--- src/sv/assert_macros.svh ---
// Assertion helpers; define ASSERT_OFF to compile them out.
`ifndef ASSERT_MACROS_SVH
`define ASSERT_MACROS_SVH
`ifndef ASSERT_OFF
`define ASSERT_IMPL(lbl, ante, cons) \
    lbl: assert property (@(posedge aclk) disable iff (!aresetn) (ante) |-> (cons)) \
        else $error("assertion failed");
`define ASSERT_NEXT(lbl, ante, cons) \
    lbl: assert property (@(posedge aclk) disable iff (!aresetn) (ante) |=> (cons)) \
        else $error("assertion failed");
`else
`define ASSERT_IMPL(lbl, ante, cons)
`define ASSERT_NEXT(lbl, ante, cons)
`endif
`endif

--- src/sv/gcs_sqrt.sv ---
`timescale 1ns / 1ps
module gcs_sqrt (
    input  logic        aclk,
    input  logic        aresetn,
    input  logic        start,
    input  logic [63:0] radicand,
    output logic        done,
    output logic [31:0] root
);
    logic [63:0] v_reg;
    logic [63:0] res_reg;
    logic [63:0] bit_reg;
    logic [4:0]  cnt_reg;
    logic        busy_reg;
    logic        done_reg;
    logic [63:0] trial;
    logic        ge;

    // two radicand bits per cycle
    assign trial = res_reg + bit_reg;
    assign ge    = v_reg >= trial;

    always_ff @(posedge aclk) begin
        if (!aresetn) begin
            busy_reg <= 1'b0;
            done_reg <= 1'b0;
            cnt_reg  <= '0;
        end else begin
            done_reg <= 1'b0;
            if (start) begin
                busy_reg <= 1'b1;
                cnt_reg  <= '0;
            end else if (busy_reg) begin
                cnt_reg <= cnt_reg + 5'd1;
                if (cnt_reg == 5'd31) begin
                    busy_reg <= 1'b0;
                    done_reg <= 1'b1;
                end
            end
        end
    end

    always_ff @(posedge aclk) begin
        if (start) begin
            v_reg   <= radicand;
            res_reg <= '0;
            bit_reg <= 64'd1 << 62;
        end else if (busy_reg) begin
            v_reg   <= ge ? v_reg - trial : v_reg;
            res_reg <= ge ? (res_reg >> 1) + bit_reg : res_reg >> 1;
            bit_reg <= bit_reg >> 2;
        end
    end

    assign done = done_reg;
    assign root = res_reg[31:0];
endmodule

--- config.mk ---
export PLATFORM = sky130hd
export DESIGN_NAME = gcs_sqrt
export DESIGN_NICKNAME = d
export VERILOG_FILES = /design/src/sv/assert_macros.svh /design/src/sv/gcs_sqrt.sv
export SDC_FILE = /design/constraint.sdc
export NUM_CORES = 1
export LEC_CHECK = 0
export CORE_UTILIZATION = 60
export DETAILED_ROUTE_END_ITERATION = 16
export DONT_BUFFER_PORTS = 1
export HOLD_SLACK_MARGIN = 0.03
export PLACE_DENSITY = 0.76
export SLEW_MARGIN = 20
export SYNTH_ARGS = -nofsm -noshare
export SYNTH_HDL_FRONTEND = slang
export SYNTH_SLANG_ARGS = --single-unit
--- constraint.sdc ---
create_clock -name aclk -period 26.7 [get_ports aclk]
set_clock_uncertainty 0.15 [all_clocks]
set_input_delay 1.335 -clock aclk [delete_from_list [all_inputs] [get_ports aclk]]
set_output_delay 1.335 -clock aclk [all_outputs]
set_load 0.02 [all_outputs]
==> qor.txt <==
Leading cell types by count after synthesis = nand2_1 (213), nor2_1 (206), o21ai_0 (166), a21oi_1 (145), ha_1 (132)
Share of layout cells above drive strength 1 = 4.56%
Synth Cell Area = 0.0156 mm²
DIE WIDTH = 163 µm
Worst slew margin = 37.4%
H-tree levels = 4
Status = finished clean
Worst Max-Slew Pin Slew = 0.930 ns
Crit path max-delay family = compound AO/OA/AOI/OAI gates
Routed wire length = 43200 µm
Drt wl/cell = 19.5 µm
Post-cts hold buffer count = 0
Cells after DPL = 2185
Vias in the first global route = 13300
Post-CTS sizing = 0
HP Class = reg2reg
Minimum clock period = 7.95 ns
# DRC = 0
P&R area growth vs syn = 2.53%
Final TNS setup = 0 ns
Vias/cell = 6.58
Leak pwr = 6.01 nW
Xor-xnor portion of the synthesized cell area = 8.55%
Worst vdd ir = 0.0000683 V
Reg area = 0.00399 mm²
P per Cell Area = 96.7 mW/mm²
Die area = 0.0266 mm²
Grt total ovfl = 0
Multi-input gate area in the final layout = 0.0108 mm²
Clk buf depth = 2
Sequential fraction of the synthesis area = 25.6%
Synth Warn # = 0
Final setup vio count = 0
Iter 0 DRT Violations = 1601
Synth area leader = dfxtp_1
Syn_nets = 2202
Largest stage delay on the critical path = 0.78 ns
Starting Density = 61.5%
Most common cell in the netlist = nand2_1
Initial antenna violation count = 0
Share of the synthesized area in the top cell type = 13.2%
Total power = 1.54 mW
Vias = 14600
Most numerous cell on the critical path = o21ai_0
Clock sinks = 167
Ant. Diodes = 0
Number of nets with antenna violations after routing = 0
Post-synth cell types = 79
Simple-gate share of the synthesized area = 20.3%
Top cells by area, synth = dfxtp_1 (13%), edfxtp_1 (12%), ha_1 (11%)
Worst Path Arrival = 7.88 ns
Largest net degree at the start of global routing = 222
Startpoint Class = flip-flop
Number of port buffers = 0
Final Hold Fails = 0
CP Max Fanout = 80
GRT Total Usage = 32.3%
Synth Area in Adders = 10.7%
RSZ-0062 raised after global routing = false
Clock Root Buffer = clkbuf_16
FMAX = 126 MHz
Mux cell area share after synthesis = 3.17%
Number of setup buffers added after CTS = 0
Fin. max-slew vios = 0
HPWL Detailed = 32200 µm
Final #Nets = 2075
First-pass GRT wire length = 68800 µm
Clk_lat worst skew = 0.45 ns
CP Data Required Time = 26.63 ns
Slowest-stage cell, CP = o21ai_4
Drt pass-1 iters = 6
Row count = 58
Primary FF master, synth = dfxtp_1
Max-cap viol count = 0
Compound-Gate Fraction of Synth Area = 26.2%
Final RePlAce weighted congestion = 0.938
Clock-pin slew on the worst setup and hold paths = 0.08 ns
# fillers = 2264
CP cell instances = ha_1 -> a31o_2 -> a31oi_1 -> o31ai_1 -> buf_4 -> a22oi_1 -> a21oi_1 -> a211o_1 -> a21oi_1 -> o21ai_1 -> a41oi_1 -> xor2_1 -> ha_1 -> nand2_1 -> o21ai_0 -> a21oi_1 -> o21ai_0 -> o21ai_0 -> o21ai_0 -> nor2_4 -> buf_4 -> o21ai_4 -> buf_4
Synth Register Bits = 167
Post-Syn Area per Cell = 7.78 µm²
Critical Path End Type = flip-flop
Core area = 0.0253 mm²
Number of enable flip-flop cells after synthesis = 64
Fin crit share = 29.8%
Worst setup path category = reg2reg
Cell Count, Final, Fillers Out = 2218
I/O pins = 100
Asr flop ratio synth = 0%
Cts bufs inserted = 17
Bufs and invs on worst path = 3
CTS tree = built
Die height = 163 µm
Mapped Cells = 2002
Main combinational cell family by area after synthesis = compound AO/OA/AOI/OAI gates
[where the power goes]
group	internal, mW	switching [mW]	total [mW]
logic	0.331	0.538	0.870
clock network	0.134	0.123	0.257
registers	0.349	0.0681	0.417
[worst min-delay path, cell delays in order, from the launching register on]
cell	delay (ns)
dfxtp_1	0.34
mux2i_1	0.07
nor2_1	0.07
[cell families (layout without fill, tap and decap cells)]
logic type / Yosys count / after routing
compound gates: 635 / 635
xor+xnor: 152 / 152
fa+ha+maj: 133 / 133
buf+inv: 190 / 76
flops: 167 / 167
mux: 49 / 49
simple gates: 676 / 676
[cell type report]
type                    instances  share of cell area [%]
clock inverters                14                   0.995
multi-input cells            1645                    67.4
clock buffers                  18                    2.71
inverters                      36                   0.846
repair buffers                  8                   0.501
well taps                     330                    2.59
flip-flops and latches        167                    25.0
[worst paths after layout]
kind	slack [ns]	end	from	depth (start not counted)
hold / removal	0.36	cnt_reg[4]	cnt_reg[4]	2
hold reg to reg	0.36	cnt_reg[4]	cnt_reg[4]	2
setup / recovery	18.75	v_reg[63]	res_reg[2]	23
setup reg to reg	18.75	v_reg[63]	res_reg[2]	23
[per-stage QoR]
step | cell area, µm² | setup slack [ns] | hold WS, ns | utilization [%]
floorplan | 15600 | 16.87 | 0.317 | -
global placement | 15400 | 19.18 | 0.333 | 60.6
detailed placement | 15400 | 18.88 | 0.343 | 60.6
CTS | 15900 | 18.83 | 0.362 | 63.0
global route | 16000 | 18.25 | 0.405 | 63.1
finish | 16000 | 18.75 | 0.357 | 63.1
[placed cells by master (no fill, tap or decap), types with 7 or more instances in the layout]
cell and n:
ha_1 132, nor4_1 11, nand4_1 50, nand2b_1 13, a221oi_1 8, edfxtp_1 64
and2_1 13, o31ai_1 12, or2_2 9, xnor2_1 75, and3_1 27, a31o_2 13
nor3_1 29, o21a_1 17, a311oi_1 21, clkbuf_16 17, inv_1 36, a21o_1 41
nand3_1 31, buf_4 7, a21oi_1 145, nor2b_1 18, mux2i_1 46, dfxtp_1 102
nand2_1 213, or3_1 22, nor2_1 206, o21ai_0 165, xor2_1 77, and4_1 10
a211oi_1 44, a31oi_1 70, o211ai_1 9, o21bai_1 28
[per-layer routing]
| metal | vias to the layer above | routed length, µm | global-route usage [%] |
|---|---|---|---|
| met5 | - | 0 | 0 |
| met2 | 601 | 18800 | 49.8 |
| met4 | 0 | 826 | 9.13 |
| met3 | 56 | 3520 | 6.09 |
| met1 | 6816 | 20000 | 45.6 |
| li1 | 7114 | - | - |
No activity file was read; power rests on OpenSTA's default activity.
