===== config.mk =====
export PLATFORM = sky130hd
export DESIGN_NAME = gcs_div
export DESIGN_NICKNAME = d
export VERILOG_FILES = /design/src/sv/assert_macros.svh /design/src/sv/gcs_div.sv
export SDC_FILE = /design/constraint.sdc
export NUM_CORES = 1
export LEC_CHECK = 0
export ABC_AREA = 1
export BUFFER_PORTS_ARGS = -buffer_cell sky130_fd_sc_hd__buf_4
export CELL_PAD_IN_SITES_DETAIL_PLACEMENT = 0
export CELL_PAD_IN_SITES_GLOBAL_PLACEMENT = 1
export CORE_MARGIN = 3
export CORE_UTILIZATION = 41
export CTS_CLUSTER_DIAMETER = 80
export DETAILED_ROUTE_END_ITERATION = 7
export PLACE_DENSITY_LB_ADDON = 0.1
export SYNTH_ARGS = -nofsm -noshare
export SYNTH_HDL_FRONTEND = slang
export SYNTH_SLANG_ARGS = --single-unit

===== constraint.sdc =====
create_clock -name aclk -period 4.8 [get_ports aclk]
set_clock_uncertainty 0.05 [all_clocks]
set_input_delay 0.48 -clock aclk [delete_from_list [all_inputs] [get_ports aclk]]
set_output_delay 0.48 -clock aclk [all_outputs]
set_load 0.05 [all_outputs]

===== src/sv/assert_macros.svh =====
// Assertion helpers; define ASSERT_OFF to compile them out.
`ifndef ASSERT_MACROS_SVH
`define ASSERT_MACROS_SVH
`ifndef ASSERT_OFF
`define ASSERT_IMPL(lbl, ante, cons) \
    lbl: assert property (@(posedge aclk) disable iff (!aresetn) (ante) |-> (cons)) \
        else $error("assertion failed");
`define ASSERT_NEXT(lbl, ante, cons) \
    lbl: assert property (@(posedge aclk) disable iff (!aresetn) (ante) |=> (cons)) \
        else $error("assertion failed");
`else
`define ASSERT_IMPL(lbl, ante, cons)
`define ASSERT_NEXT(lbl, ante, cons)
`endif
`endif


===== src/sv/gcs_div.sv =====
`timescale 1ns / 1ps
module gcs_div (
    input  logic        aclk,
    input  logic        aresetn,
    input  logic        start,
    input  logic [95:0] numer,
    input  logic [63:0] denom,
    output logic        done,
    output logic [95:0] quotient
);
    logic [95:0] num_reg;
    logic [63:0] den_reg;
    logic [63:0] rem_reg;
    logic [6:0]  cnt_reg;
    logic        busy_reg;
    logic        done_reg;
    logic [64:0] rem_sh;
    logic [64:0] rem_diff;
    logic        fits;

    // restoring division, one quotient bit per cycle
    assign rem_sh   = {rem_reg, num_reg[95]};
    assign rem_diff = rem_sh - {1'b0, den_reg};
    assign fits     = rem_sh >= {1'b0, den_reg};

    always_ff @(posedge aclk) begin
        if (!aresetn) begin
            busy_reg <= 1'b0;
            done_reg <= 1'b0;
            cnt_reg  <= '0;
        end else begin
            done_reg <= 1'b0;
            if (start) begin
                busy_reg <= 1'b1;
                cnt_reg  <= '0;
            end else if (busy_reg) begin
                cnt_reg <= cnt_reg + 7'd1;
                if (cnt_reg == 7'd95) begin
                    busy_reg <= 1'b0;
                    done_reg <= 1'b1;
                end
            end
        end
    end

    always_ff @(posedge aclk) begin
        if (start) begin
            num_reg <= numer;
            den_reg <= denom;
            rem_reg <= '0;
        end else if (busy_reg) begin
            rem_reg <= fits ? rem_diff[63:0] : rem_sh[63:0];
            num_reg <= {num_reg[94:0], fits};
        end
    end

    assign done     = done_reg;
    assign quotient = num_reg;
endmodule


==> summary.md <==
| Metric | Value |
|---|---|
| Status | `finished, final reports clean` |
| Post-CTS Hold Buffers | `0` |
| Routability cong. | `1.00` |
| Syn Inst Count | `2314` |
| # rows | `70` |
| Crit Path Class | `flop to flop` |
| Synth top area share | `30.8%` |
| # setup viols final | `0` |
| Post-synthesis mux area share | `0%` |
| IO Pins | `260` |
| Period utilization | `66.1%` |
| Post-synth EDFFs | `160` |
| Hpwl dp | `38900 um` |
| Int Pwr | `3.79 mW` |
| CTS-repair resized insts | `0` |
| Mapped Area | `15600 um2` |
| Final ANT Viol Nets | `0` |
| Async SR Flop Fraction | `0%` |
| Initial DRC count | `773` |
| Leak pwr | `10.2 nW` |
| Most common cell on crit path | `nand2_1` |
| Sequential share of the synthesized area | `40.2%` |
| DR vias | `14500` |
| Drt wl/cell | `16.1 um` |
| Max reg flops | `96` |
| Die area | `40400 um2` |
| Critical path's slowest cell | `buf_4` |
| Clk Latency, worst-skew pair | `570 ps` |
| Area Overhead vs Synth | `20.5%` |
| Critical Path RT | `5210 ps` |
| Worst Setup End Kind | `flop` |
| Fin nets | `2785` |
| Hold WS | `36.8 ps` |
| Synth Area in Adders | `5.35%` |
| Initial core utilization | `42.1%` |
| Synthesized net count | `2543` |
| Sw Ratio | `29.1%` |
| Max_cap viols | `0` |
| Synth top area cells | `edfxtp_1, nand2_1, inv_1, dfxtp_1, ha_1` |
| Initial antenna violation count | `0` |
| Slew at the pin with the worst max-slew slack | `1050 ps` |
| DRT Wirelength | `49600 um` |
| WP data arrival | `3580 ps` |
| Layout cells sized above 1 | `13.1%` |
| Setup TNS | `0 ps` |
| First-pass GRT wire length | `79200 um` |
| Pwr per Cell Area | `285 nW/um2` |
| TritonCTS buffer count | `27` |
| Net switching power | `1.55 mW` |
| Yosys cell types | `37` |
| Grt ovf | `0` |
| Unrepaired setup endpoints after global routing | `false` |
| #FFs+latches synth | `233` |
| Final hold vios | `0` |
| Ant. Diodes | `0` |
| Startpoint Class | `flop` |
| Vias/cell | `4.71` |
| XOR/XNOR Fraction of Synth Area | `1.74%` |
| Combinational share of power | `18.0%` |
| Mean Syn Cell Area | `6.73 um2` |
| Max Clk Rate | `315 MHz` |
| Synth warnings | `0` |
| Number of global-route vias before repair | `14400` |
| Top_reg_cell synth | `edfxtp_1` |
| CTS tree | `done` |
| Clk slew on worst S/H paths | `60 ps` |
| Gr usage total | `24.2%` |
| IO buf count | `259` |
| H-Tree Depth | `1` |
| Setup bufs post-CTS | `0` |
| Die width | `201 um` |
| Die H | `201 um` |
| # DRC | `0` |
| Synth area leader | `edfxtp_1` |
| # clock sinks | `233` |
| Main combinational cell family by area after synthesis | `simple AND/OR/NAND/NOR gates` |
| Maximum vdd ir drop | `0.231 mV` |
| Drt pass-1 iters | `6` |
| Largest net degree at the start of global routing | `89` |
| Count of final max-slew check failures | `0` |
| Max FO, Critical Path | `65` |
| Crit-path cells | `inv_1, ha_1, nand2_1, inv_1, a21oi_1, nand2_1, nand2_1, nand2_1, nand2_1, nand2_1, nor2_4, buf_4, nand3_1, nand2_1, inv_1, nand2_1, nand2_1` |
| CTS max path bufs | `3` |
| Slew HR | `30.0%` |
| Max incr delay on CP | `560 ps` |
| Final min period | `3170 ps` |
| Simple-gate portion of the synthesized area | `36.2%` |
| Root Driver | `clkbuf_16` |
| Min-Delay Path Class | `primary input to flop` |
| Flop pwr share | `44.4%` |
| Clk pwr share | `37.6%` |
| Area of the core | `37000 um2` |
| Compound-Gate Fraction of Synth Area | `3.86%` |
[cells in the final DEF, fill, tap and decap left out, types with 26 or more instances in the layout]
cell type / Yosys / routed
a21oi_1: 53 / 53
inv_1: 432 / 432
nand3_1: 152 / 152
xnor2_1: 28 / 28
dfxtp_1: 73 / 73
nor2_1: 111 / 109
nand2_1: 1019 / 1019
ha_1: 65 / 65
clkbuf_16: 0 / 27
buf_4: 5 / 266
nand3b_1: 35 / 35
edfxtp_1: 160 / 160
o21ai_0: 26 / 26
[kinds of logic (layout without fill, tap and decap cells)]
logic type	after synthesis	count (layout)
flip-flops	233	233
buffers and inverters	494	757
AO/OA/AOI/OAI	112	112
AND/OR/NAND/NOR	1378	1378
XOR/XNOR	31	31
adder cells (fa/ha/maj)	66	66
[worst max-delay path, delay by kind of cell, from the launching register on]
family | cells | cell delay, ps
buffers and inverters | 4 | 710
AOI/OAI and AO/OA | 1 | 310
and+or+nand+nor | 11 | 1180
DFF | 1 | 320
adders and majority gates | 1 | 350
[synthesized netlist by cell type, types with 9 or more instances]
cell,number
nand3_1,152
nand4_1,18
xnor2_1,28
o21ai_1,17
clkbuf_1,29
o21ai_0,26
a21oi_1,53
buf_6,12
nor2_2,12
nor3_1,16
nor2_1,111
o21bai_1,9
nand2_1,1019
dfxtp_1,73
edfxtp_1,160
ha_1,65
inv_1,432
nand3b_1,35
[layout make-up]
type	instances	area, um2
sequential	233	6270
clock buffer	41	778
inverter	440	1650
multi-input combinational	1587	7360
timing repair buffer	267	2010
clock inverter	9	87.6
tap	504	631
fill	3890	18300
[final timing paths]
check	startpoint	endpoint	slack, ps	cells past startpoint
hold reg to reg	rem_reg[27]	rem_reg[27]	420	2
hold / removal	denom[29]	den_reg[29]	40	1
setup / recovery	den_reg[40]	rem_reg[63]	1630	17
setup reg to reg	den_reg[40]	rem_reg[63]	1630	17
[per-stage QoR]
| step | cell area [um2] | worst slack (ps) | total power [mW] | util (%) | std cells |
|---|---|---|---|---|---|
| after detailed placement | 17900 | 1700 | 3.38 | 48.4 | 3031 |
| after CTS | 18800 | 1690 | 5.41 | 50.7 | 3081 |
| after global routing | 18800 | 1430 | 5.61 | 50.7 | 3081 |
| after floorplan | 15600 | 452 | 3.02 | - | 2314 |
| final | 18800 | 1630 | 5.35 | 50.7 | 3081 |
| after global placement | 17900 | 1730 | 3.38 | 48.4 | 3031 |
[per-layer routing]
metal  vias up  global-route usage, %  routed length [um]  part of all wire, %
li1       7572                      -                   -                    -
met1      6500                   32.4               22900                   46
met2       361                   39.8               22200                   45
met3        68                   5.81                3440                  6.9
met4         0                   5.67                1110                  2.2
met5         -                      0                   0                    0
[power by group through the flow]
stage,logic (mW),registers [mW],clock network (mW)
6_report,0.961,2.38,2.01
5_1_grt,1.05,2.39,2.17
2_1_floorplan,0.318,2.70,0
4_1_cts,0.970,2.38,2.07
3_5_place_dp,0.968,2.41,0
3_3_place_gp,0.966,2.41,0
Note: power is estimated with default switching activity, not from simulation.
