`src/sv/assert_macros.svh`:
```
// Assertion helpers; define ASSERT_OFF to compile them out.
`ifndef ASSERT_MACROS_SVH
`define ASSERT_MACROS_SVH
`ifndef ASSERT_OFF
`define ASSERT_IMPL(lbl, ante, cons) \
    lbl: assert property (@(posedge aclk) disable iff (!aresetn) (ante) |-> (cons)) \
        else $error("assertion failed");
`define ASSERT_NEXT(lbl, ante, cons) \
    lbl: assert property (@(posedge aclk) disable iff (!aresetn) (ante) |=> (cons)) \
        else $error("assertion failed");
`else
`define ASSERT_IMPL(lbl, ante, cons)
`define ASSERT_NEXT(lbl, ante, cons)
`endif
`endif

```
`src/sv/gcs_mul.sv`:
```
`timescale 1ns / 1ps
module gcs_mul (
    input  logic         aclk,
    input  logic         aresetn,
    input  logic         start,
    input  logic [63:0]  op_a,
    input  logic [63:0]  op_b,
    output logic         done,
    output logic [127:0] product
);
    logic [63:0] a_reg;
    logic [63:0] hi_reg;
    logic [63:0] lo_reg;
    logic [5:0]  cnt_reg;
    logic        busy_reg;
    logic        done_reg;
    logic [64:0] sum;

    // one multiplier bit per cycle, LSB first
    assign sum = {1'b0, hi_reg} + (lo_reg[0] ? {1'b0, a_reg} : 65'd0);

    always_ff @(posedge aclk) begin
        if (!aresetn) begin
            busy_reg <= 1'b0;
            done_reg <= 1'b0;
            cnt_reg  <= '0;
        end else begin
            done_reg <= 1'b0;
            if (start) begin
                busy_reg <= 1'b1;
                cnt_reg  <= '0;
            end else if (busy_reg) begin
                cnt_reg <= cnt_reg + 6'd1;
                if (cnt_reg == 6'd63) begin
                    busy_reg <= 1'b0;
                    done_reg <= 1'b1;
                end
            end
        end
    end

    always_ff @(posedge aclk) begin
        if (start) begin
            a_reg  <= op_a;
            hi_reg <= '0;
            lo_reg <= op_b;
        end else if (busy_reg) begin
            hi_reg <= sum[64:1];
            lo_reg <= {sum[0], lo_reg[63:1]};
        end
    end

    assign done    = done_reg;
    assign product = {hi_reg, lo_reg};
endmodule

```
`config.mk`:
```
export PLATFORM = sky130hd
export DESIGN_NAME = gcs_mul
export DESIGN_NICKNAME = d
export VERILOG_FILES = /design/src/sv/assert_macros.svh /design/src/sv/gcs_mul.sv
export SDC_FILE = /design/constraint.sdc
export NUM_CORES = 1
export LEC_CHECK = 0
export BUFFER_PORTS_ARGS = -buffer_cell sky130_fd_sc_hd__buf_4
export CAP_MARGIN = 20
export CORE_ASPECT_RATIO = 0.9
export CORE_MARGIN = 2
export CORE_UTILIZATION = 28
export CTS_CLUSTER_SIZE = 10
export DETAILED_ROUTE_END_ITERATION = 10
export PLACE_DENSITY = 0.59
export SLEW_MARGIN = 20
export SYNTH_ARGS = -nofsm -noshare
export SYNTH_HDL_FRONTEND = slang
export SYNTH_SLANG_ARGS = --single-unit
```
`constraint.sdc`:
```
create_clock -name aclk -period 3.5 [get_ports aclk]
set_input_delay 0.35 -clock aclk [delete_from_list [all_inputs] [get_ports aclk]]
set_output_delay 0.35 -clock aclk [all_outputs]
set_load 0.02 [all_outputs]
```
==> flow_metrics.env, run 1 <==
export IMPL_start_util=0.284
export IMPL_cp_startpoint="lo_reg[0]"
export IMPL_status="complete, but fails checks"
export IMPL_cts_sinks=200
export IMPL_wire_per_inst_um=17.4
export IMPL_vias=9149
export IMPL_ant_nets=0
export IMPL_place_hpwl_mm=25.5
export IMPL_power_mw=6.72
export IMPL_fin_ws_ps=-34.7
export IMPL_area_delta_synth_final_pct=43.2
export IMPL_synth_async_reset_ratio=0
export IMPL_rsz0062_at_grt="true"
export IMPL_setup_viol=4
export IMPL_dp_slack_ps=-218
export IMPL_reg2reg_from="lo_reg[0]"
export IMPL_synth_edf_count=128
export IMPL_hold_viol_final=0
export IMPL_grt_pass1_vias=9483
export IMPL_routabilityCongestion=0.866
export IMPL_antenna_found_initial=0
export IMPL_netlist_area_um2=10900
export IMPL_drc=0
export IMPL_grt_max_degree=90
export IMPL_ir_drop_mv=0.363
export IMPL_portBuffers=259
export IMPL_max_slew_worst_pin_slew_ps=934
export IMPL_report_final_slew_viol_count=0
export IMPL_whs_endpoint="a_reg[62]"
export IMPL_synth_fa_ha_area_frac=0.0762
export IMPL_power_leakage_nw=6.68
export IMPL_skew_ps=21.1
export IMPL_layout_common_cells="buf_4 (392), edfxtp_1 (128), nand2_1 (74), dfxtp_1 (71), and2_1 (65)"
export IMPL_violations="setup timing"
export IMPL_rr_worst_depth=18
export IMPL_max_slew_margin_rel=0.377
export IMPL_r2r_slack_ps=-30
export IMPL_drt_iter0_markers=467
export IMPL_place_area_um2=14400
export IMPL_dieArea_um2=40700
export IMPL_synth_top_family_by_area="compound AO/OA/AOI/OAI gates"
export IMPL_cp_end_kind="register"
export IMPL_core_area_um2=38500
export IMPL_period_share=1.01
export IMPL_finalInstanceArea_um2=15700
export IMPL_synth_mux_area_frac=0.0915
export IMPL_synth_top_area_share=0.351
export IMPL_fin_cells=1928
export IMPL_syn_inst=1020
export IMPL_arrival_ps=3890
export IMPL_dp_cells=1879
export IMPL_cts_tree="yes"
export IMPL_whs_path_depth=1
export IMPL_clk_pin_slew_ps=80
export IMPL_cts_root_buf="clkbuf_16"
export IMPL_hold_path_class="in -> reg"
export IMPL_drive_gt1_frac=0.418
export IMPL_num_antenna_cells=0
export IMPL_synth_area_per_cell_um2=10.7
export IMPL_synth_area_top_cells="edfxtp_1 (35%), dfxtp_1 (13%), ha_1 (7.4%)"
export IMPL_startpoint_type="register"
export IMPL_wl_mm=33.5
export IMPL_max_freq_mhz=283
export IMPL_synth_distinct_cells=64
export IMPL_layout_commonest_cell="buf_4"
export IMPL_yosys_area_share_simple=0.132
export IMPL_grt_pass1_wl_mm=51.7
export IMPL_clockBufferDepth=2
export IMPL_overflow=0
export IMPL_worstReg2RegEnd="hi_reg[57]"
export IMPL_dr_pass1_iters=5
export IMPL_worstSkewPairLatency_ps=460
export IMPL_ys_ff_latch=200
export IMPL_fp_row_count=68
export IMPL_synth_compound_area_frac=0.145
export IMPL_cp_required_ps=3860
export IMPL_ctsHtreeMaxLevel=4
export IMPL_layout_nets=1587
export IMPL_worstPathMaxFanout=5
export IMPL_path_class="reg -> reg"
export IMPL_die_h_um=192
export IMPL_yosysWarnings=0
export IMPL_numCtsBuffers=17
export IMPL_setup_tns_ps=-72.9
export IMPL_ys_seq_area_frac=0.483
export IMPL_synthesis_nets=1217
export IMPL_pwr_density_cell_nw_per_um2=429
export IMPL_grt_use_total=0.165
export IMPL_synth_xor_area_frac=0.0496
export IMPL_min_from="op_a[62]"
export IMPL_boundaryPins=260
export IMPL_min_period_ps=3530
export IMPL_synth_largest_area_cell="edfxtp_1"
export IMPL_die_w_um=212
export IMPL_drv_cap=0
export IMPL_vias_per_cell=4.75
export IMPL_synth_ff_type="edfxtp_1"
## worst max-delay path, stage by stage (launching register included)
cell       delay, ps
edfxtp_1         420
buf_6            150
buf_6            100
and2_4           130
ha_4             280
a21o_1           140
buf_6            100
a221oi_2          50
buf_4            150
o41a_1           360
o21a_2           130
o41a_4           390
o2111ai_4        230
a32oi_2          180
buf_4            170
inv_4             60
a211oi_2          60
xnor2_1          140
a22o_1           190
## cell families (layout without fill, tap and decap cells)
logic type,after synthesis,after routing
compound gates,248,248
xor+xnor,62,62
fa+ha+maj,66,66
buf+inv,65,448
flops,200,200
mux,92,92
simple gates,287,287
## worst max path at each step
stage / slack [ps] / cells after the start / endpoint
2_1_floorplan: -130 / 16 / hi_reg[63]
3_3_place_gp: -130 / 15 / hi_reg[51]
3_5_place_dp: -220 / 16 / hi_reg[57]
4_1_cts: -70 / 17 / hi_reg[57]
5_1_grt: -240 / 18 / hi_reg[51]
6_report: -30 / 18 / hi_reg[57]
## cells in the mapped netlist (2+ instances only)
cell / count
o31a_1: 2
nor2_1: 56
nand2b_1: 7
buf_1: 2
dfxtp_1: 72
a31oi_1: 9
a41oi_1: 3
a211oi_1: 7
xnor2_1: 40
nor3_1: 8
nand2_1: 76
mux2_2: 64
o41a_1: 2
a21oi_1: 72
and2_1: 71
inv_1: 11
nand3_1: 15
buf_2: 2
o21bai_1: 9
o211ai_1: 2
ha_1: 65
and4_1: 2
a22o_1: 3
mux2i_1: 28
o31ai_1: 2
and3_1: 7
o21ai_0: 51
nand4_1: 27
a21o_1: 39
o21ai_1: 21
xor2_1: 22
o2111ai_1: 3
o21a_1: 4
or3_1: 5
clkbuf_1: 49
nor2b_1: 7
edfxtp_1: 128
## where the power goes
part           internal, mW  switching (mW)
clock                  1.02           0.985
sequential             2.74           0.146
combinational         0.905           0.928
total                  4.66            2.06
## cell type report
class	count	area, um^2
clock buffer	18	429
clock inverter	14	159
inverter	12	47.5
multi-input combinational	755	5970
timing repair buffer	404	3110
tap	525	657
sequential	200	5290
fill	3800	22800
## per-layer routing
| metal | up-vias | wire [um] | GRT usage |
|---|---|---|---|
| li1 | 4499 | - | - |
| met1 | 4341 | 14300 | 0.200 |
| met2 | 270 | 15800 | 0.271 |
| met3 | 39 | 2430 | 0.0572 |
| met4 | 0 | 899 | 0.0616 |
| met5 | - | 0 | 0 |
## timing repair
action | 4_1_cts | 5_1_grt
cloned | 1 | 0
buffers inserted | 5 | 11
pin swaps | 9 | 27
setup endpoints to repair | 14 | 21
gates resized for setup | 34 | 64
hold buffers | 0 | 0
## through the flow
step	hold slack (ps)	utilization
2_1_floorplan	449	-
3_3_place_gp	463	0.374
3_5_place_dp	466	0.374
4_1_cts	34.4	0.397
5_1_grt	32.0	0.407
6_report	57.2	0.407
No activity file was read; power rests on OpenSTA's default activity.
==> inputs of run 2 (changes only) <==
--- a/config.mk
+++ b/config.mk
@@ -9,10 +9,10 @@
 export CAP_MARGIN = 20
 export CORE_ASPECT_RATIO = 0.9
 export CORE_MARGIN = 2
-export CORE_UTILIZATION = 28
+export CORE_UTILIZATION = 49
 export CTS_CLUSTER_SIZE = 10
 export DETAILED_ROUTE_END_ITERATION = 10
-export PLACE_DENSITY = 0.59
+export PLACE_DENSITY = 0.87
 export SLEW_MARGIN = 20
 export SYNTH_ARGS = -nofsm -noshare
 export SYNTH_HDL_FRONTEND = slang
==> flow_metrics.env, run 2 (synthesis results as in run 1) <==
export IMPL_status="complete, but fails checks"
export IMPL_violations="setup timing"
export IMPL_cp_end_kind="register"
export IMPL_boundaryPins=260
export IMPL_max_freq_mhz=283
export IMPL_die_h_um=146
export IMPL_numCtsBuffers=17
export IMPL_report_final_slew_viol_count=0
export IMPL_dieArea_um2=23500
export IMPL_cp_startpoint="lo_reg[0]"
export IMPL_reg2reg_from="lo_reg[0]"
export IMPL_grt_util_met2=0.434
export IMPL_clockBufferDepth=2
export IMPL_nFillCells=1594
export IMPL_vias=9265
export IMPL_hold_path_class="in -> reg"
export IMPL_period_share=1.01
export IMPL_whs_path_depth=1
export IMPL_crit_chain="buf_6 > and2_4 > buf_6 > fa_2 > a21o_1 > a221oi_4 > o41a_1 > o21a_2 > o41a_4 > o2111ai_4 > a32oi_2 > o21ai_2 > a31o_4 > a2111oi_4 > nor3_2"
export IMPL_critPathMaxStageDelay_ps=420
export IMPL_vias_per_cell=5.58
export IMPL_cts_root_buf="clkbuf_16"
export IMPL_path_class="reg -> reg"
export IMPL_grt_pass1_wl_mm=47.9
export IMPL_arrival_ps=3830
export IMPL_drt_iter0_markers=616
export IMPL_drc=0
export IMPL_portBuffers=259
export IMPL_r2r_slack_ps=-30
export IMPL_min_period_ps=3530
export IMPL_rr_worst_depth=15
export IMPL_wl_mm=31.3
export IMPL_antenna_found_initial=0
export IMPL_ctsHtreeMaxLevel=4
export IMPL_skew_ps=16.8
export IMPL_grt_util_met1=0.307
export IMPL_grt_use_met3=0.0826
export IMPL_drv_cap=0
export IMPL_cts_sinks=200
export IMPL_layout_common_cells="buf_4 (361), edfxtp_1 (128), nand2_1 (72), dfxtp_1 (71)"
export IMPL_drive_gt1_frac=0.396
export IMPL_die_w_um=162
export IMPL_crit_buf_inv=2
export IMPL_start_util=0.503
export IMPL_cp_required_ps=3800
export IMPL_ant_nets=0
export IMPL_ir_drop_mv=0.403
export IMPL_grt_max_degree=73
export IMPL_cts_tree="yes"
export IMPL_overflow=0
export IMPL_critPathTopFamily="compound AO/OA/AOI/OAI gates"
export IMPL_dr_pass1_iters=7
export IMPL_worstSkewPairLatency_ps=450
export IMPL_layout_nets=1554
export IMPL_clk_pin_slew_ps=90
export IMPL_place_hpwl_mm=22.4
export IMPL_core_area_um2=21800
export IMPL_grt_busiest_layer="met2"
export IMPL_worstReg2RegEnd="hi_reg[63]"
export IMPL_worstPathMaxFanout=8
export IMPL_seqCellArea_um2=5290
export IMPL_fp_row_count=51
export IMPL_routabilityCongestion=0.953
export IMPL_grt_pass1_vias=9275
export IMPL_fin_util=0.692
export IMPL_fin_ws_ps=-34.7
export IMPL_power_leakage_nw=6.55
export IMPL_pwr_density_cell_nw_per_um2=447
export IMPL_num_antenna_cells=0
export IMPL_place_area_um2=13800
export IMPL_setup_tns_ps=-49.1
export IMPL_grt_use_total=0.257
export IMPL_multi_input_area_um2=5880
export IMPL_area_delta_synth_final_pct=37.6
export IMPL_rsz0062_at_grt="true"
export IMPL_path_depth=15
export IMPL_max_slew_worst_pin_slew_ps=823
export IMPL_crit_end="hi_reg[63]"
export IMPL_finalInstanceArea_um2=15100
export IMPL_crit_slowest_cell="edfxtp_1"
export IMPL_setup_viol=2
export IMPL_startpoint_type="register"
export IMPL_max_slew_margin_rel=0.451
export IMPL_cp_common_cell="buf_6"
export IMPL_hold_viol_final=0
export IMPL_wire_per_inst_um=18.8
export IMPL_cts_hold_buf=0
export IMPL_layout_commonest_cell="buf_4"
==> run 2: power by group <==
group	internal [mW]	total [mW]	switching (mW)
registers	2.74	2.88	0.138
clock network	1.05	2.11	1.05
logic	0.840	1.75	0.911
total	4.63	6.74	2.10
==> run 2: area by class of cell <==
cell class	count	share of cell area
Tap cell	291	0.0242
Timing Repair Buffer	371	0.188
Inverter	12	0.00316
Multi-Input combinational cell	755	0.391
Sequential cell	200	0.351
Clock buffer	17	0.0283
Clock inverter	15	0.0145
==> run 2: layer usage <==
metal / vias to the layer above / wire, um
met5: - / 0
li1: 4421 / -
met3: 70 / 2670
met1: 4411 / 12200
met4: 0 / 1020
met2: 363 / 15400
==> run 2: worst min path at each step <==
stage                       endpoint  startpoint
after global placement    hi_reg[51]  hi_reg[51]
after CTS                  a_reg[55]    op_a[55]
after detailed placement  hi_reg[51]  hi_reg[51]
after global routing       a_reg[57]    op_a[57]
after floorplan             a_reg[0]     op_a[0]
final                       a_reg[8]     op_a[8]
==> run 2: timing repair <==
action	CTS	global route
setup buffers	4	14
cloned	1	0
setup endpoints to repair	10	21
gates resized for setup	21	57
pin swaps	11	31
==> run 2: through the flow <==
stage	power, mW	hold slack [ps]	instances	setup WS, ps
3_3_place_gp	4.51	459	1610	-91.2
3_5_place_dp	4.55	463	1610	-155
6_report	6.74	74.9	1661	-34.7
4_1_cts	6.68	57.4	1647	-1.99
2_1_floorplan	3.82	449	1020	-130
5_1_grt	7.01	46.9	1661	-171
==> inputs of run 3 (changes only) <==
--- a/config.mk
+++ b/config.mk
@@ -13,6 +13,7 @@
 export CTS_CLUSTER_SIZE = 10
 export DETAILED_ROUTE_END_ITERATION = 10
 export PLACE_DENSITY = 0.87
+export RECOVER_POWER = 100
 export SLEW_MARGIN = 20
 export SYNTH_ARGS = -nofsm -noshare
 export SYNTH_HDL_FRONTEND = slang
==> flow_metrics.env, run 3 (synthesis results as in run 1) <==
export IMPL_routabilityCongestion=0.953
export IMPL_nFillCells=1599
export IMPL_combPwrFrac=0.259
export IMPL_cts_root_buf="clkbuf_16"
export IMPL_clockBufferDepth=2
export IMPL_ant_nets=0
export IMPL_drt_iter0_markers=614
export IMPL_setup_viol=2
export IMPL_dr_pass1_iters=7
export IMPL_drc=0
export IMPL_critPathMaxStageDelay_ps=420
export IMPL_crit_end="hi_reg[63]"
export IMPL_ir_drop_mv=0.402
export IMPL_period_share=1.01
export IMPL_start_util=0.503
export IMPL_die_h_um=146
export IMPL_cp_end_kind="register"
export IMPL_dieArea_um2=23500
export IMPL_path_class="reg -> reg"
export IMPL_wire_per_inst_um=18.8
export IMPL_area_delta_synth_final_pct=37.5
export IMPL_grt_pass1_wl_mm=47.9
export IMPL_arrival_ps=3840
export IMPL_overflow=0
export IMPL_fin_ws_ps=-35.4
export IMPL_crit_buf_inv=3
export IMPL_grt_pass1_vias=9275
export IMPL_critPathTopFamily="compound AO/OA/AOI/OAI gates"
export IMPL_vias=9255
export IMPL_rsz0062_at_grt="true"
export IMPL_crit_slowest_cell="edfxtp_1"
export IMPL_min_period_ps=3540
export IMPL_cts_tree="yes"
export IMPL_layout_commonest_cell="buf_4"
export IMPL_hold_viol_final=0
export IMPL_numCtsBuffers=17
export IMPL_num_antenna_cells=0
export IMPL_p_sw_mw=2.10
export IMPL_die_w_um=162
export IMPL_boundaryPins=260
export IMPL_cts_hold_buf=0
export IMPL_drv_cap=0
export IMPL_report_final_slew_viol_count=0
export IMPL_p_int_mw=4.63
export IMPL_layout_common_cells="buf_4 (297), edfxtp_1 (128), nand2_1 (72), dfxtp_1 (71)"
export IMPL_cp_startpoint="lo_reg[0]"
export IMPL_reg2reg_from="lo_reg[0]"
export IMPL_r2r_slack_ps=-40
export IMPL_place_hpwl_mm=22.4
export IMPL_power_leakage_nw=6.52
export IMPL_worstReg2RegEnd="hi_reg[63]"
export IMPL_finalInstanceArea_um2=15000
export IMPL_drive_gt1_frac=0.393
export IMPL_path_depth=16
export IMPL_crit_chain="buf_6 > buf_12 > and2_1 > ha_4 > a21o_1 > a21o_1 > a211oi_2 > buf_4 > o21a_2 > o41a_4 > o2111ai_4 > a32oi_2 > o21ai_2 > a31o_4 > a2111oi_4 > nor3_2"
export IMPL_rr_worst_depth=16
export IMPL_pwr_density_cell_nw_per_um2=448
export IMPL_portBuffers=259
export IMPL_startpoint_type="register"
export IMPL_worstSkewPairLatency_ps=450
export IMPL_holdWs_ps=95.2
export IMPL_swShare=0.312
export IMPL_seqCellArea_um2=5290
export IMPL_antenna_found_initial=0
export IMPL_clk_pin_slew_ps=90
export IMPL_cts_sinks=200
export IMPL_dp_slack_ps=-155
export IMPL_cp_common_cell="a21o_1"
export IMPL_place_area_um2=13800
export IMPL_skew_ps=15.7
export IMPL_cp_required_ps=3800
export IMPL_max_slew_margin_rel=0.446
export IMPL_violations="setup timing"
export IMPL_ctsHtreeMaxLevel=4
export IMPL_hold_path_class="in -> reg"
export IMPL_grt_max_degree=73
export IMPL_fp_row_count=51
export IMPL_vias_per_cell=5.57
export IMPL_max_slew_worst_pin_slew_ps=832
export IMPL_power_mw=6.73
export IMPL_core_area_um2=21800
export IMPL_grt_use_total=0.257
export IMPL_clkPwrFrac=0.313
export IMPL_multi_input_area_um2=5880
export IMPL_max_freq_mhz=283
export IMPL_status="complete, but fails checks"
export IMPL_worstPathMaxFanout=19
export IMPL_layout_nets=1554
export IMPL_wl_mm=31.2
export IMPL_seq_power_share=0.428
run 3: cell types whose count changed in the layout (fill, tap and decap cells not counted), sizes merged:
| cell | previous run | this run |
|---|---|---|
| buf | 371 | 307 |
| clkbuf | 17 | 81 |
run 3: worst min path at each step:
stage | start | end | cells past startpoint
floorplan | op_a[0] | a_reg[0] | 0
global placement | hi_reg[51] | hi_reg[51] | 2
detailed placement | hi_reg[51] | hi_reg[51] | 2
CTS | op_a[55] | a_reg[55] | 1
global route | op_a[57] | a_reg[57] | 1
finish | op_a[8] | a_reg[8] | 1
run 3: area by class of cell:
class                           instances  area share
Clock buffer                           17      0.0283
Clock inverter                         15      0.0146
Inverter                               12     0.00316
Multi-Input combinational cell        755       0.391
Sequential cell                       200       0.351
Tap cell                              291      0.0242
Timing Repair Buffer                  371       0.187
run 3: worst register-to-register path: stages, from the launching register on:
cell and delay [ps]:
edfxtp_1 420, buf_6 180, buf_12 150, and2_1 170, ha_4 240, a21o_1 160
a21o_1 190, a211oi_2 290, buf_4 170, o21a_2 140, o41a_4 160, o2111ai_4 130
a32oi_2 260, o21ai_2 110, a31o_4 240, a2111oi_4 300, nor3_2 70
run 3: power groups by stage:
stage | clock, mW | sequential [mW] | combinational [mW]
after global routing | 2.22 | 2.91 | 1.88
final | 2.11 | 2.88 | 1.74
after CTS | 2.13 | 2.88 | 1.66
after global placement | 0 | 2.93 | 1.58
after detailed placement | 0 | 2.93 | 1.62
after floorplan | 0 | 3.06 | 0.761
run 3: metal layers:
| metal | track usage | vias up | routed length [um] |
|---|---|---|---|
| met1 | 0.307 | 4392 | 12100 |
| met4 | 0.0946 | 0 | 1010 |
| met3 | 0.0826 | 70 | 2730 |
| met2 | 0.434 | 374 | 15300 |
| li1 | - | 4419 | - |
| met5 | 0 | - | 0 |
run 3: timing repair:
action / CTS / global route
setup buffers: 4 / 14
cloned: 1 / 0
resized for setup: 21 / 57
pin swaps: 11 / 31
endpoints found under the setup margin: 10 / 21
run 3: stage by stage:
stage / utilization / TNS [ps] / cells
6_report: 0.691 / -49.4 / 1661
5_1_grt: 0.691 / -749 / 1661
4_1_cts: 0.673 / -1.99 / 1647
3_5_place_dp: 0.636 / -738 / 1610
3_3_place_gp: 0.636 / -231 / 1610
2_1_floorplan: - / -130 / 1020
